## src/rtl/core/central_window_downsampler_top_defines.svh

```systemverilog
// assertion macros for the central window downsampler
// taken in by the controller and the datapath, no other dependencies
`ifndef CENTRAL_WINDOW_DOWNSAMPLER_TOP_DEFINES_SVH
`define CENTRAL_WINDOW_DOWNSAMPLER_TOP_DEFINES_SVH

`ifndef SYNTHESIS
`define CWD_ASSERT_IMP(lbl, clk, rst, ante, cons) \
   lbl: assert property (@(posedge clk) disable iff (rst) (ante) |-> (cons)) \
      else $error("cwd assertion failed");
`define CWD_ASSERT_NXT(lbl, clk, rst, ante, cons) \
   lbl: assert property (@(posedge clk) disable iff (rst) (ante) |=> (cons)) \
      else $error("cwd assertion failed");
`else
`define CWD_ASSERT_IMP(lbl, clk, rst, ante, cons)
`define CWD_ASSERT_NXT(lbl, clk, rst, ante, cons)
`endif

`endif

```

## src/rtl/core/cwd_pkg.sv

```systemverilog
// shared constants, types and command/status structs of the downsampler
// no dependencies
package cwd_pkg;

   localparam int MAX_OUT_WIDTH     = 128;
   localparam int MAX_SCALE_QUARTER = 8;
   localparam int MAX_OUT_HEIGHT    = 1024;

   localparam int GREEN_W = 8;
   localparam int GREY_W  = 8;
   localparam int K_W     = 4;
   localparam int OW_W    = 8;
   localparam int OH_W    = 11;
   localparam int COL_W   = $clog2(MAX_OUT_WIDTH);
   localparam int SUB_W   = 5;
   localparam int ROW_W   = 10;
   localparam int SUM_W   = 16;

   // sum / (4 k^2) is done as (sum >> 2) / k^2
   localparam int DIVD_W = SUM_W - 2;
   localparam int DIVS_W = 7;
   localparam int CNT_W  = $clog2(DIVD_W);

   localparam int CSR_ADDR_W = 4;
   localparam int CSR_DATA_W = 32;

   typedef struct packed {
      logic [K_W-1:0]  k;
      logic [OW_W-1:0] width;
      logic [OH_W-1:0] height;
   } cfg_type;

   typedef struct packed {
      logic take;
      logic rd;
      logic wr_now;
      logic wr_read;
      logic div_load;
      logic div_step;
      logic out_load;
   } cmd_type;

   typedef struct packed {
      logic in_win;
      logic direct;
      logic emit_now;
      logic emit_held;
      logic div_done;
      logic out_full;
   } sts_type;

   typedef enum logic [1:0] {
      ST_RUN,
      ST_READ,
      ST_DIV
   } state_type;

endpackage

```

## src/rtl/core/cwd_if.sv

```systemverilog
// pixel and result channel interfaces of the downsampler
// depends on cwd_pkg for the payload widths
interface cwd_req_if;
   logic                        valid;
   logic                        ready;
   logic [cwd_pkg::GREEN_W-1:0] green;

   modport source (output valid, output green, input ready);
   modport sink (input valid, input green, output ready);
endinterface

interface cwd_rsp_if;
   logic                       valid;
   logic                       ready;
   logic [cwd_pkg::GREY_W-1:0] grey;
   logic                       frame_last;

   modport source (output valid, output grey, output frame_last, input ready);
   modport sink (input valid, input grey, input frame_last, output ready);
endinterface

```

## src/rtl/core/cwd_ram.sv

```systemverilog
// generic single write port, single read port ram with registered read
// no dependencies
module cwd_ram #(
   parameter int WIDTH = 16,
   parameter int DEPTH = 128
) (
   input  logic                     clock,
   input  logic                     wr_en,
   input  logic [$clog2(DEPTH)-1:0] wr_addr,
   input  logic [WIDTH-1:0]         wr_data,
   input  logic                     rd_en,
   input  logic [$clog2(DEPTH)-1:0] rd_addr,
   output logic [WIDTH-1:0]         rd_data
);

   logic [WIDTH-1:0] mem_ff [DEPTH];
   logic [WIDTH-1:0] rd_data_ff;

   always_ff @(posedge clock) begin
      if (wr_en) begin
         mem_ff[wr_addr] <= wr_data;
      end
      if (rd_en) begin
         rd_data_ff <= mem_ff[rd_addr];
      end
   end

   assign rd_data = rd_data_ff;

endmodule

```

## src/rtl/core/cwd_csr.sv

```systemverilog
// configuration registers on an apb-style port, plus clamped working values
// depends on cwd_pkg
module cwd_csr (
   input  logic                               clock,
   input  logic                               reset,
   input  logic                               csr_psel,
   input  logic                               csr_penable,
   input  logic                               csr_pwrite,
   input  logic [cwd_pkg::CSR_ADDR_W-1:0]     csr_paddr,
   input  logic [cwd_pkg::CSR_DATA_W-1:0]     csr_pwdata,
   output logic [cwd_pkg::CSR_DATA_W-1:0]     csr_prdata,
   output logic                               csr_pready,
   output cwd_pkg::cfg_type                   cfg
);
   import cwd_pkg::*;

   localparam logic [1:0] REG_SCALE  = 2'd0;
   localparam logic [1:0] REG_WIDTH  = 2'd1;
   localparam logic [1:0] REG_HEIGHT = 2'd2;

   logic [K_W-1:0]  scale_ff,  scale_in;
   logic [OW_W-1:0] width_ff,  width_in;
   logic [OH_W-1:0] height_ff, height_in;
   logic            wr;
   logic [1:0]      idx;

   assign csr_pready = 1'b1;
   assign idx        = csr_paddr[3:2];
   assign wr         = csr_psel && csr_penable && csr_pwrite;

   always_comb begin
      scale_in  = scale_ff;
      width_in  = width_ff;
      height_in = height_ff;
      if (wr) begin
         unique case (idx)
            REG_SCALE:  scale_in  = csr_pwdata[K_W-1:0];
            REG_WIDTH:  width_in  = csr_pwdata[OW_W-1:0];
            REG_HEIGHT: height_in = csr_pwdata[OH_W-1:0];
            default: ;
         endcase
      end
   end

   always_ff @(posedge clock) begin
      if (reset) begin
         scale_ff  <= K_W'(1);
         width_ff  <= OW_W'(64);
         height_ff <= OH_W'(64);
      end else begin
         scale_ff  <= scale_in;
         width_ff  <= width_in;
         height_ff <= height_in;
      end
   end

   always_comb begin
      unique case (idx)
         REG_SCALE:  csr_prdata = CSR_DATA_W'(scale_ff);
         REG_WIDTH:  csr_prdata = CSR_DATA_W'(width_ff);
         REG_HEIGHT: csr_prdata = CSR_DATA_W'(height_ff);
         default:    csr_prdata = '0;
      endcase
   end

   // zero acts as one, oversize values saturate
   always_comb begin
      if (scale_ff == '0) begin
         cfg.k = K_W'(1);
      end else if (scale_ff > K_W'(MAX_SCALE_QUARTER)) begin
         cfg.k = K_W'(MAX_SCALE_QUARTER);
      end else begin
         cfg.k = scale_ff;
      end
      if (width_ff == '0) begin
         cfg.width = OW_W'(1);
      end else if (width_ff > OW_W'(MAX_OUT_WIDTH)) begin
         cfg.width = OW_W'(MAX_OUT_WIDTH);
      end else begin
         cfg.width = width_ff;
      end
      if (height_ff == '0) begin
         cfg.height = OH_W'(1);
      end else if (height_ff > OH_W'(MAX_OUT_HEIGHT)) begin
         cfg.height = OH_W'(MAX_OUT_HEIGHT);
      end else begin
         cfg.height = height_ff;
      end
   end

endmodule

```

## src/rtl/core/cwd_ctrl.sv

```systemverilog
// controller: sequences pixel intake, column sum fetch and the divider
// depends on cwd_pkg and the assertion macro header
`include "central_window_downsampler_top_defines.svh"

module cwd_ctrl (
   input  logic             clock,
   input  logic             reset,
   input  logic             req_valid,
   output logic             req_ready,
   input  cwd_pkg::sts_type sts,
   output cwd_pkg::cmd_type cmd
);
   import cwd_pkg::*;

   state_type state_ff, state_in;
   logic      ready_w;
   logic      take_w;

   // a window-closing pixel waits while the previous result is still held
   assign ready_w = (state_ff == ST_RUN) && !(sts.emit_now && sts.out_full);
   assign take_w  = req_valid && ready_w;

   always_comb begin
      state_in = state_ff;
      unique case (state_ff)
         ST_RUN: begin
            if (take_w && sts.in_win) begin
               if (!sts.direct) begin
                  state_in = ST_READ;
               end else if (sts.emit_now) begin
                  state_in = ST_DIV;
               end
            end
         end
         ST_READ: begin
            state_in = sts.emit_held ? ST_DIV : ST_RUN;
         end
         ST_DIV: begin
            if (sts.div_done) begin
               state_in = ST_RUN;
            end
         end
         default: state_in = ST_RUN;
      endcase
   end

   always_comb begin
      cmd       = '0;
      req_ready = 1'b0;
      unique case (state_ff)
         ST_RUN: begin
            req_ready = ready_w;
            cmd.take  = take_w;
            if (take_w && sts.in_win) begin
               if (sts.direct) begin
                  cmd.wr_now   = 1'b1;
                  cmd.div_load = sts.emit_now;
               end else begin
                  cmd.rd = 1'b1;
               end
            end
         end
         ST_READ: begin
            cmd.wr_read  = 1'b1;
            cmd.div_load = sts.emit_held;
         end
         ST_DIV: begin
            cmd.div_step = 1'b1;
            cmd.out_load = sts.div_done;
         end
         default: ;
      endcase
   end

   always_ff @(posedge clock) begin
      if (reset) begin
         state_ff <= ST_RUN;
      end else begin
         state_ff <= state_in;
      end
   end

   `CWD_ASSERT_NXT(a_read_one_cycle, clock, reset, state_ff == ST_READ, state_ff != ST_READ)
   `CWD_ASSERT_IMP(a_busy_no_intake, clock, reset, state_ff != ST_RUN, !req_ready)

endmodule

```

## src/rtl/core/cwd_datapath.sv

```systemverilog
// datapath: raster counters, column sum ram with forwarding register,
// serial divider and result register; depends on cwd_pkg, cwd_ram, macros
`include "central_window_downsampler_top_defines.svh"

module cwd_datapath (
   input  logic                        clock,
   input  logic                        reset,
   input  cwd_pkg::cfg_type            cfg,
   input  cwd_pkg::cmd_type            cmd,
   output cwd_pkg::sts_type            sts,
   input  logic [cwd_pkg::GREEN_W-1:0] green,
   output logic                        rsp_valid,
   input  logic                        rsp_ready,
   output logic [cwd_pkg::GREY_W-1:0]  rsp_grey,
   output logic                        rsp_frame_last
);
   import cwd_pkg::*;

   function automatic logic [DIVS_W-1:0] ksq(input logic [K_W-1:0] kv);
      logic [2*K_W-1:0] p;
      p = kv * kv;
      return p[DIVS_W-1:0];
   endfunction

   // raster position
   logic [SUB_W-1:0] sub_col_ff, sub_col_in;
   logic [COL_W-1:0] out_col_ff, out_col_in;
   logic [SUB_W-1:0] sub_row_ff, sub_row_in;
   logic [ROW_W-1:0] out_row_ff, out_row_in;

   // pixel held across a ram fetch
   logic [GREEN_W-1:0] green_hold_ff;
   logic [COL_W-1:0]   col_hold_ff;
   logic               emit_hold_ff;
   logic               last_hold_ff;

   // copy of the most recently written column sum
   logic [SUM_W-1:0]         acc_ff;
   logic [COL_W-1:0]         acc_col_ff;
   logic                     acc_valid_ff;
   logic [MAX_OUT_WIDTH-1:0] valid_ff;

   // divider
   logic [DIVD_W-1:0] quo_ff, quo_in;
   logic [DIVS_W-1:0] rem_ff, rem_in;
   logic [DIVS_W-1:0] divs_ff;
   logic [CNT_W-1:0]  dcnt_ff;
   logic [DIVS_W:0]   trial;
   logic              ge;

   // result register
   logic              out_valid_ff;
   logic [GREY_W-1:0] grey_ff;
   logic              last_ff;

   logic [SUB_W:0] k6, tile6, k3, k3m1, sc6, sr6;
   logic           in_x, in_y, first, emit_pt, hit;
   logic           sc_end, sr_end, col_end, row_end;
   logic [SUM_W-1:0] ram_rdata, mem_val, base_now, wr_sum;
   logic [COL_W-1:0] wr_col;
   logic             wr_en;

   assign k6    = (SUB_W+1)'(cfg.k);
   assign tile6 = {cfg.k, 2'b00};
   assign k3    = k6 + {k6[SUB_W-1:0], 1'b0};
   assign k3m1  = k3 - (SUB_W+1)'(1);
   assign sc6   = {1'b0, sub_col_ff};
   assign sr6   = {1'b0, sub_row_ff};

   assign in_x    = (sc6 >= k6) && (sc6 < k3);
   assign in_y    = (sr6 >= k6) && (sr6 < k3);
   assign first   = (sr6 == k6) && (sc6 == k6);
   assign emit_pt = (sr6 == k3m1) && (sc6 == k3m1);
   assign hit     = acc_valid_ff && (acc_col_ff == out_col_ff);

   assign sc_end  = (sc6 + (SUB_W+1)'(1)) >= tile6;
   assign sr_end  = (sr6 + (SUB_W+1)'(1)) >= tile6;
   assign col_end = ({1'b0, out_col_ff} + OW_W'(1)) >= cfg.width;
   assign row_end = ({1'b0, out_row_ff} + OH_W'(1)) >= cfg.height;

   assign sts.in_win    = in_x && in_y;
   assign sts.direct    = first || hit;
   assign sts.emit_now  = in_x && in_y && emit_pt;
   assign sts.emit_held = emit_hold_ff;
   assign sts.div_done  = (dcnt_ff == CNT_W'(DIVD_W - 1));
   assign sts.out_full  = out_valid_ff;

   // counter advance, wrapping at or beyond the last value
   always_comb begin
      sub_col_in = sub_col_ff;
      out_col_in = out_col_ff;
      sub_row_in = sub_row_ff;
      out_row_in = out_row_ff;
      if (cmd.take) begin
         if (sc_end) begin
            sub_col_in = '0;
            if (col_end) begin
               out_col_in = '0;
               if (sr_end) begin
                  sub_row_in = '0;
                  out_row_in = row_end ? '0 : out_row_ff + ROW_W'(1);
               end else begin
                  sub_row_in = sub_row_ff + SUB_W'(1);
               end
            end else begin
               out_col_in = out_col_ff + COL_W'(1);
            end
         end else begin
            sub_col_in = sub_col_ff + SUB_W'(1);
         end
      end
   end

   always_ff @(posedge clock) begin
      if (reset) begin
         sub_col_ff <= '0;
         out_col_ff <= '0;
         sub_row_ff <= '0;
         out_row_ff <= '0;
      end else begin
         sub_col_ff <= sub_col_in;
         out_col_ff <= out_col_in;
         sub_row_ff <= sub_row_in;
         out_row_ff <= out_row_in;
      end
   end

   always_ff @(posedge clock) begin
      if (cmd.take) begin
         green_hold_ff <= green;
         col_hold_ff   <= out_col_ff;
         emit_hold_ff  <= sts.emit_now;
         last_hold_ff  <= row_end && col_end;
      end
   end

   // columns never written read as zero
   assign mem_val  = valid_ff[col_hold_ff] ? ram_rdata : '0;
   assign base_now = first ? '0 : acc_ff;
   assign wr_sum   = cmd.wr_read ? mem_val + SUM_W'(green_hold_ff)
                                 : base_now + SUM_W'(green);
   assign wr_col   = cmd.wr_read ? col_hold_ff : out_col_ff;
   assign wr_en    = cmd.wr_now || cmd.wr_read;

   cwd_ram #(
      .WIDTH (SUM_W),
      .DEPTH (MAX_OUT_WIDTH)
   ) u_sums (
      .clock   (clock),
      .wr_en   (wr_en),
      .wr_addr (wr_col),
      .wr_data (wr_sum),
      .rd_en   (cmd.rd),
      .rd_addr (out_col_ff),
      .rd_data (ram_rdata)
   );

   always_ff @(posedge clock) begin
      if (reset) begin
         acc_valid_ff <= 1'b0;
         valid_ff     <= '0;
      end else if (wr_en) begin
         acc_valid_ff     <= 1'b1;
         valid_ff[wr_col] <= 1'b1;
      end
   end

   always_ff @(posedge clock) begin
      if (wr_en) begin
         acc_ff     <= wr_sum;
         acc_col_ff <= wr_col;
      end
   end

   // restoring division, one quotient bit a cycle
   assign trial  = {rem_ff, quo_ff[DIVD_W-1]};
   assign ge     = trial >= {1'b0, divs_ff};
   assign rem_in = ge ? DIVS_W'(trial - {1'b0, divs_ff}) : trial[DIVS_W-1:0];
   assign quo_in = {quo_ff[DIVD_W-2:0], ge};

   always_ff @(posedge clock) begin
      if (cmd.div_load) begin
         quo_ff  <= wr_sum[SUM_W-1:2];
         rem_ff  <= '0;
         divs_ff <= ksq(cfg.k);
         dcnt_ff <= '0;
      end else if (cmd.div_step) begin
         quo_ff  <= quo_in;
         rem_ff  <= rem_in;
         dcnt_ff <= dcnt_ff + CNT_W'(1);
      end
   end

   always_ff @(posedge clock) begin
      if (reset) begin
         out_valid_ff <= 1'b0;
      end else if (cmd.out_load) begin
         out_valid_ff <= 1'b1;
      end else if (rsp_ready) begin
         out_valid_ff <= 1'b0;
      end
   end

   always_ff @(posedge clock) begin
      if (cmd.out_load) begin
         grey_ff <= quo_in[GREY_W-1:0];
         last_ff <= last_hold_ff;
      end
   end

   assign rsp_valid      = out_valid_ff;
   assign rsp_grey       = grey_ff;
   assign rsp_frame_last = last_ff;

   `CWD_ASSERT_IMP(a_no_overwrite, clock, reset, cmd.out_load, !out_valid_ff)
   `CWD_ASSERT_IMP(a_acc_mirror, clock, reset, acc_valid_ff, valid_ff[acc_col_ff])

endmodule

```

## src/rtl/core/central_window_downsampler_top.sv

```systemverilog
// top level of the central window downsampler
// depends on cwd_pkg, cwd_if, cwd_csr, cwd_ctrl and cwd_datapath
//
// req_chan takes one green byte per item in raster order over a frame of
// (out_width * 4k) by (out_height * 4k) pixels, k being scale_quarter.
// rsp_chan gives one grey byte per 4k by 4k tile, the truncated mean of the
// tile's central 2k by 2k window, with frame_last set on the frame's final
// output. The csr_ port holds scale_quarter, out_width and out_height at
// byte addresses 0, 4 and 8; write them only while the block is idle.
// Throughput: one item a cycle outside the window and along a window row.
// A window row's first pixel, other than the window's first, has its column
// sum fetched from the column sum ram (registered read) unless the forwarding
// register holds it. The window's last pixel starts the serial divider, whose
// result is registered when it finishes; no item is taken during either.
// Reset zeroes the raster counters and the per-column valid flags, so every
// column sum reads as zero without a clearing pass; the block is ready in
// the first cycle after reset. A held result sits in the output register
// while later pixels keep flowing; only the next window-closing pixel waits
// for the receiver to take it.
module central_window_downsampler_top (
   input  logic                           clock,
   input  logic                           reset,
   cwd_req_if.sink                        req_chan,
   cwd_rsp_if.source                      rsp_chan,
   input  logic                           csr_psel,
   input  logic                           csr_penable,
   input  logic                           csr_pwrite,
   input  logic [cwd_pkg::CSR_ADDR_W-1:0] csr_paddr,
   input  logic [cwd_pkg::CSR_DATA_W-1:0] csr_pwdata,
   output logic [cwd_pkg::CSR_DATA_W-1:0] csr_prdata,
   output logic                           csr_pready
);
   import cwd_pkg::*;

   cfg_type cfg;
   cmd_type cmd;
   sts_type sts;

   cwd_csr u_csr (
      .clock       (clock),
      .reset       (reset),
      .csr_psel    (csr_psel),
      .csr_penable (csr_penable),
      .csr_pwrite  (csr_pwrite),
      .csr_paddr   (csr_paddr),
      .csr_pwdata  (csr_pwdata),
      .csr_prdata  (csr_prdata),
      .csr_pready  (csr_pready),
      .cfg         (cfg)
   );

   cwd_ctrl u_ctrl (
      .clock     (clock),
      .reset     (reset),
      .req_valid (req_chan.valid),
      .req_ready (req_chan.ready),
      .sts       (sts),
      .cmd       (cmd)
   );

   cwd_datapath u_dp (
      .clock          (clock),
      .reset          (reset),
      .cfg            (cfg),
      .cmd            (cmd),
      .sts            (sts),
      .green          (req_chan.green),
      .rsp_valid      (rsp_chan.valid),
      .rsp_ready      (rsp_chan.ready),
      .rsp_grey       (rsp_chan.grey),
      .rsp_frame_last (rsp_chan.frame_last)
   );

endmodule

```

## src/flat_wrapper.sv

```systemverilog
// flat-port wrapper written by rule: the top's interface ports become plain ports
module central_window_downsampler_top_flat import cwd_pkg::*;
  (clock, reset, csr_psel, csr_penable, csr_pwrite, csr_paddr, csr_pwdata, csr_prdata, csr_pready, req_chan_valid, req_chan_green, req_chan_ready, rsp_chan_valid, rsp_chan_grey, rsp_chan_frame_last, rsp_chan_ready);
  cwd_req_if req_chan_i ();
  cwd_rsp_if rsp_chan_i ();
  input  logic clock;
  input  logic reset;
  input  logic csr_psel;
  input  logic csr_penable;
  input  logic csr_pwrite;
  input  logic [cwd_pkg::CSR_ADDR_W-1:0] csr_paddr;
  input  logic [cwd_pkg::CSR_DATA_W-1:0] csr_pwdata;
  output logic [cwd_pkg::CSR_DATA_W-1:0] csr_prdata;
  output logic csr_pready;
  input wire logic [$bits(req_chan_i.valid)-1:0] req_chan_valid;
  input wire logic [$bits(req_chan_i.green)-1:0] req_chan_green;
  output wire logic [$bits(req_chan_i.ready)-1:0] req_chan_ready;
  output wire logic [$bits(rsp_chan_i.valid)-1:0] rsp_chan_valid;
  output wire logic [$bits(rsp_chan_i.grey)-1:0] rsp_chan_grey;
  output wire logic [$bits(rsp_chan_i.frame_last)-1:0] rsp_chan_frame_last;
  input wire logic [$bits(rsp_chan_i.ready)-1:0] rsp_chan_ready;
  assign req_chan_i.valid = req_chan_valid;
  assign req_chan_i.green = req_chan_green;
  assign req_chan_ready = req_chan_i.ready;
  assign rsp_chan_valid = rsp_chan_i.valid;
  assign rsp_chan_grey = rsp_chan_i.grey;
  assign rsp_chan_frame_last = rsp_chan_i.frame_last;
  assign rsp_chan_i.ready = rsp_chan_ready;
  central_window_downsampler_top u_core (.clock(clock), .reset(reset), .req_chan(req_chan_i), .rsp_chan(rsp_chan_i), .csr_psel(csr_psel), .csr_penable(csr_penable), .csr_pwrite(csr_pwrite), .csr_paddr(csr_paddr), .csr_pwdata(csr_pwdata), .csr_prdata(csr_prdata), .csr_pready(csr_pready));
endmodule
```

## config.mk

```make
export PLATFORM = sky130hd
export DESIGN_NAME = central_window_downsampler_top_flat
export DESIGN_NICKNAME = d
export VERILOG_FILES = /design/src/rtl/core/cwd_pkg.sv /design/src/rtl/core/cwd_if.sv /design/src/rtl/core/cwd_ram.sv /design/src/rtl/core/cwd_csr.sv /design/src/rtl/core/cwd_ctrl.sv /design/src/rtl/core/cwd_datapath.sv /design/src/rtl/core/central_window_downsampler_top.sv /design/src/flat_wrapper.sv
export VERILOG_INCLUDE_DIRS = /design/src /design/src/rtl/core
export SDC_FILE = /design/constraint.sdc
export NUM_CORES = 2
export LEC_CHECK = 0
export ABC_AREA = 1
export ABC_CLOCK_PERIOD_IN_PS = 18570
export BUFFER_PORTS_ARGS = -buffer_cell sky130_fd_sc_hd__clkbuf_2
export CAP_MARGIN = 20
export CORE_MARGIN = 2
export CORE_UTILIZATION = 35
export CTS_CLUSTER_SIZE = 20
export DETAILED_ROUTE_END_ITERATION = 8
export HOLD_SLACK_MARGIN = 0.03
export PLACE_DENSITY_LB_ADDON = 0.15
export SETUP_SLACK_MARGIN = 0.3
export SLEW_MARGIN = 20
export SYNTH_ARGS = -nofsm -noshare
export SYNTH_HDL_FRONTEND = slang
export SYNTH_HIERARCHICAL = 1
export SYNTH_SLANG_ARGS = --single-unit
```

## constraint.sdc

```tcl
create_clock -name clock -period 18.57 [get_ports clock]
set_clock_uncertainty 0.2 [all_clocks]
set_input_delay 2.7855 -clock clock [delete_from_list [all_inputs] [get_ports clock]]
set_output_delay 2.7855 -clock clock [all_outputs]
set_load 0.01 [all_outputs]
```

==> impl_metrics.env <==
export IMPL_post_cts_buffers=0
export IMPL_antenna_found_initial=7
export IMPL_dp_slack_ps=11180
export IMPL_ir_drop_mv=0.0741
export IMPL_wirelength_um=286000
export IMPL_final_cell_mix="2417 x nand2_1, 2166 x nand3_1, 2133 x edfxtp_1, 388 x nor2_1, 272 x clkbuf_16"
export IMPL_clockRootBuffer="clkbuf_16"
export IMPL_p_sw_frac=0.277
export IMPL_drt_initial_drc_count=5421
export IMPL_setup_tns_ps=0
export IMPL_vias_per_cell=5.17
export IMPL_grt_start_max_net_pins=151
export IMPL_cts_tree="done"
export IMPL_worstPathCellList="nor2_1, ha_1, fa_1, inv_1, ha_1, o21a_1, o21a_1, o21ai_0, nand3_1, a211oi_1, nor3b_1, nand2_1, nand2_1, inv_1, clkbuf_2"
export IMPL_die_x_um=531
export IMPL_setup_violations=0
export IMPL_worstSetupEndpointType="output port"
export IMPL_startpoint_type="flop"
export IMPL_fin_crit_sh=0.430
export IMPL_synthesis_area_um2=97300
export IMPL_ys_ff_latch=2326
export IMPL_nFillCells=26400
export IMPL_yosysWarningCount=6
export IMPL_fp_coreArea_um2=276000
export IMPL_vias=65100
export IMPL_ys_types=61
export IMPL_async_flop_share=0
export IMPL_grt_pass1_wl_um=419000
export IMPL_die_area_um2=282000
export IMPL_worstSetupPathType="reg -> out"
export IMPL_pwr_share_clk=0.393
export IMPL_numCtsBuffers=269
export IMPL_grt_setup_unrepaired="false"
export IMPL_num_rows=193
export IMPL_yosysSeqAreaShare=0.698
export IMPL_place_hpwl_um=155000
export IMPL_yosysTopAreaCellShare=0.658
export IMPL_slew_violations=0
export IMPL_internal_power_mw=9.08
export IMPL_synth_top_flop_cell="edfxtp_1"
export IMPL_avgSynthCellArea_um2=11.2
export IMPL_wl_per_cell_um=22.7
export IMPL_synthTopCellsByArea="edfxtp_1 66%, nand3_1 11%, nand2_1 9.3%"
export IMPL_drtAntennaViolNets=0
export IMPL_multi_input_area_um2=25900
export IMPL_post_route_drc_count=0
export IMPL_crit_arrival_ps=5010
export IMPL_max_cap_violations=0
export IMPL_ios=95
export IMPL_cp_num_buf_inv=3
export IMPL_leakage_nw=38.6
export IMPL_outcome="completed"
export IMPL_hp_class="reg -> reg"
export IMPL_ctsLongestPathBuffers=4
export IMPL_syn2layout_area_growth_pct=12.6
export IMPL_fin_ws_ps=10580
export IMPL_tightest_slew_ps=1120
export IMPL_dr_pass1_iters=5
export IMPL_layout_area_seq_um2=67900
export IMPL_port_buffers=49
export IMPL_crit_fanout=13
export IMPL_cp_slowest_cell="nor2_1"
export IMPL_syn_inst=8685
export IMPL_mostFrequentLayoutCell="nand2_1"
export IMPL_placed_area_um2=101000
export IMPL_grt_overflow_total=0
export IMPL_fin_total_pwr_mw=12.6
export IMPL_grtUsageTotal=0.199
export IMPL_design_area_um2=110000
export IMPL_cts_resized=0
export IMPL_layout_min_cycle_time_ps=7990
export IMPL_p_seq_frac=0.460
export IMPL_routabilityCongestion=0.852
export IMPL_crit_family="simple AND/OR/NAND/NOR gates"
export IMPL_cts_sinks=2326
export IMPL_worstPathRequired_ps=15580
export IMPL_combPwrFrac=0.146
export IMPL_final_nets=8845
export IMPL_maxSlewHeadroom=0.250
export IMPL_cts_hold_buf=0
export IMPL_dieHeight_um=531
export IMPL_max_stage_delay_ps=700
export IMPL_clk_pin_slew_ps=60
export IMPL_clk_latency_ps=860
export IMPL_start_util=0.352
export IMPL_grt_pass1_vias=61900
export IMPL_drive_gt1_frac=0.0803
export IMPL_powerDensity_nw_per_um2=115
export IMPL_final_hold_violation_count=0
export IMPL_max_freq_ghz=0.125
export IMPL_synth_edf_count=2133
export IMPL_synth_area_leader_cell="edfxtp_1"
export IMPL_cts_max_level=5
export IMPL_power_switching_mw=3.47
[cell families (layout without fill, tap and decap cells)]
group / count (synthesis) / in the layout / synth area share
AO/OA/AOI/OAI: 347 / 347 / 0.0197
XOR/XNOR: 35 / 35 / 0.00315
adder cells (fa/ha/maj): 91 / 91 / 0.0120
buffers and inverters: 792 / 977 / 0.0400
flip-flops: 2326 / 2326 / 0.698
multiplexers: 1 / 1 / 0.000103
other: 2 / 31 / 0.0000772
AND/OR/NAND/NOR: 5091 / 5091 / 0.227
[stage by stage]
| step | utilization | hold slack (ps) | cells |
|---|---|---|---|
| 2_1_floorplan | - | 200 | 8705 |
| 3_3_place_gp | 0.367 | 234 | 12100 |
| 3_5_place_dp | 0.367 | 221 | 12100 |
| 4_1_cts | 0.396 | 235 | 12600 |
| 5_1_grt | 0.396 | 244 | 12600 |
| 6_report | 0.396 | 229 | 12600 |
[power groups by stage]
stage | sequential [mW] | combinational, mW | clock [mW]
after global placement | 5.89 | 1.82 | 0
final | 5.78 | 1.83 | 4.94
after floorplan | 5.90 | 1.33 | 0
after detailed placement | 5.89 | 1.84 | 0
after global routing | 5.78 | 2.04 | 5.25
after CTS | 5.78 | 1.84 | 5.06
[state kept, by name (all words and copies together), names as in the netlist, 2 cells and up]
signal                      cells
u_core/u_ctrl/state_ff          2
u_core/u_dp/u_sums/mem_ff    2048
u_core/u_dp/valid_ff          128
u_core/u_csr/scale_ff           4
u_core/u_dp/sub_row_ff          5
u_core/u_dp/u_sums/rd_data     16
u_core/u_dp/out_col_ff          7
u_core/u_dp/acc_col_ff          7
u_core/u_dp/rem_ff              7
u_core/u_csr/width_ff           8
u_core/u_dp/out_row_ff         10
u_core/u_dp/acc_ff             16
u_core/u_dp/dcnt_ff             4
u_core/u_dp/rsp_grey            8
u_core/u_dp/sub_col_ff          5
u_core/u_csr/height_ff         11
u_core/u_dp/col_hold_ff         7
u_core/u_dp/divs_ff             6
u_core/u_dp/green_hold_ff       8
u_core/u_dp/quo_ff             14
[per-layer routing]
layer  share of wire  track usage
met1            0.45        0.280
met2            0.46        0.317
met3           0.057       0.0277
met4           0.033       0.0662
met5        0.000042            0
[final cells by class]
cell class / count / area share
Antenna cell: 9 / 0.000206
Clock buffer: 343 / 0.0649
Clock inverter: 115 / 0.00859
Inverter: 242 / 0.00862
Multi-Input combinational cell: 5587 / 0.236
Sequential cell: 2326 / 0.620
Tap cell: 3705 / 0.0423
Timing Repair Buffer: 277 / 0.0190
[final timing paths]
path,endpoint,slack [ps],cells past startpoint,startpoint
worst max register to register,u_core/u_dp/u_sums/mem_ff[110][3],11550,21,u_core/u_csr/scale_ff[3]
worst min-delay path,u_core/u_dp/rsp_frame_last,230,0,u_core/u_dp/last_hold_ff
worst max-delay path,req_chan_ready,10580,15,u_core/u_csr/scale_ff[3]
worst min register to register,u_core/u_dp/rsp_frame_last,230,0,u_core/u_dp/last_hold_ff
[cell usage after synthesis, drive strengths merged (6+ instances only)]
cell	count
a21oi	195
buf	429
clkbuf	121
dfxtp	193
edfxtp	2133
ha	87
inv	240
nand2	2425
nand3	2169
nand4	20
nor2	429
nor3	31
o211ai	6
o21a	8
o21ai	88
o22ai	14
xnor2	7
xor2	28
(Power assumes the default switching activity.)
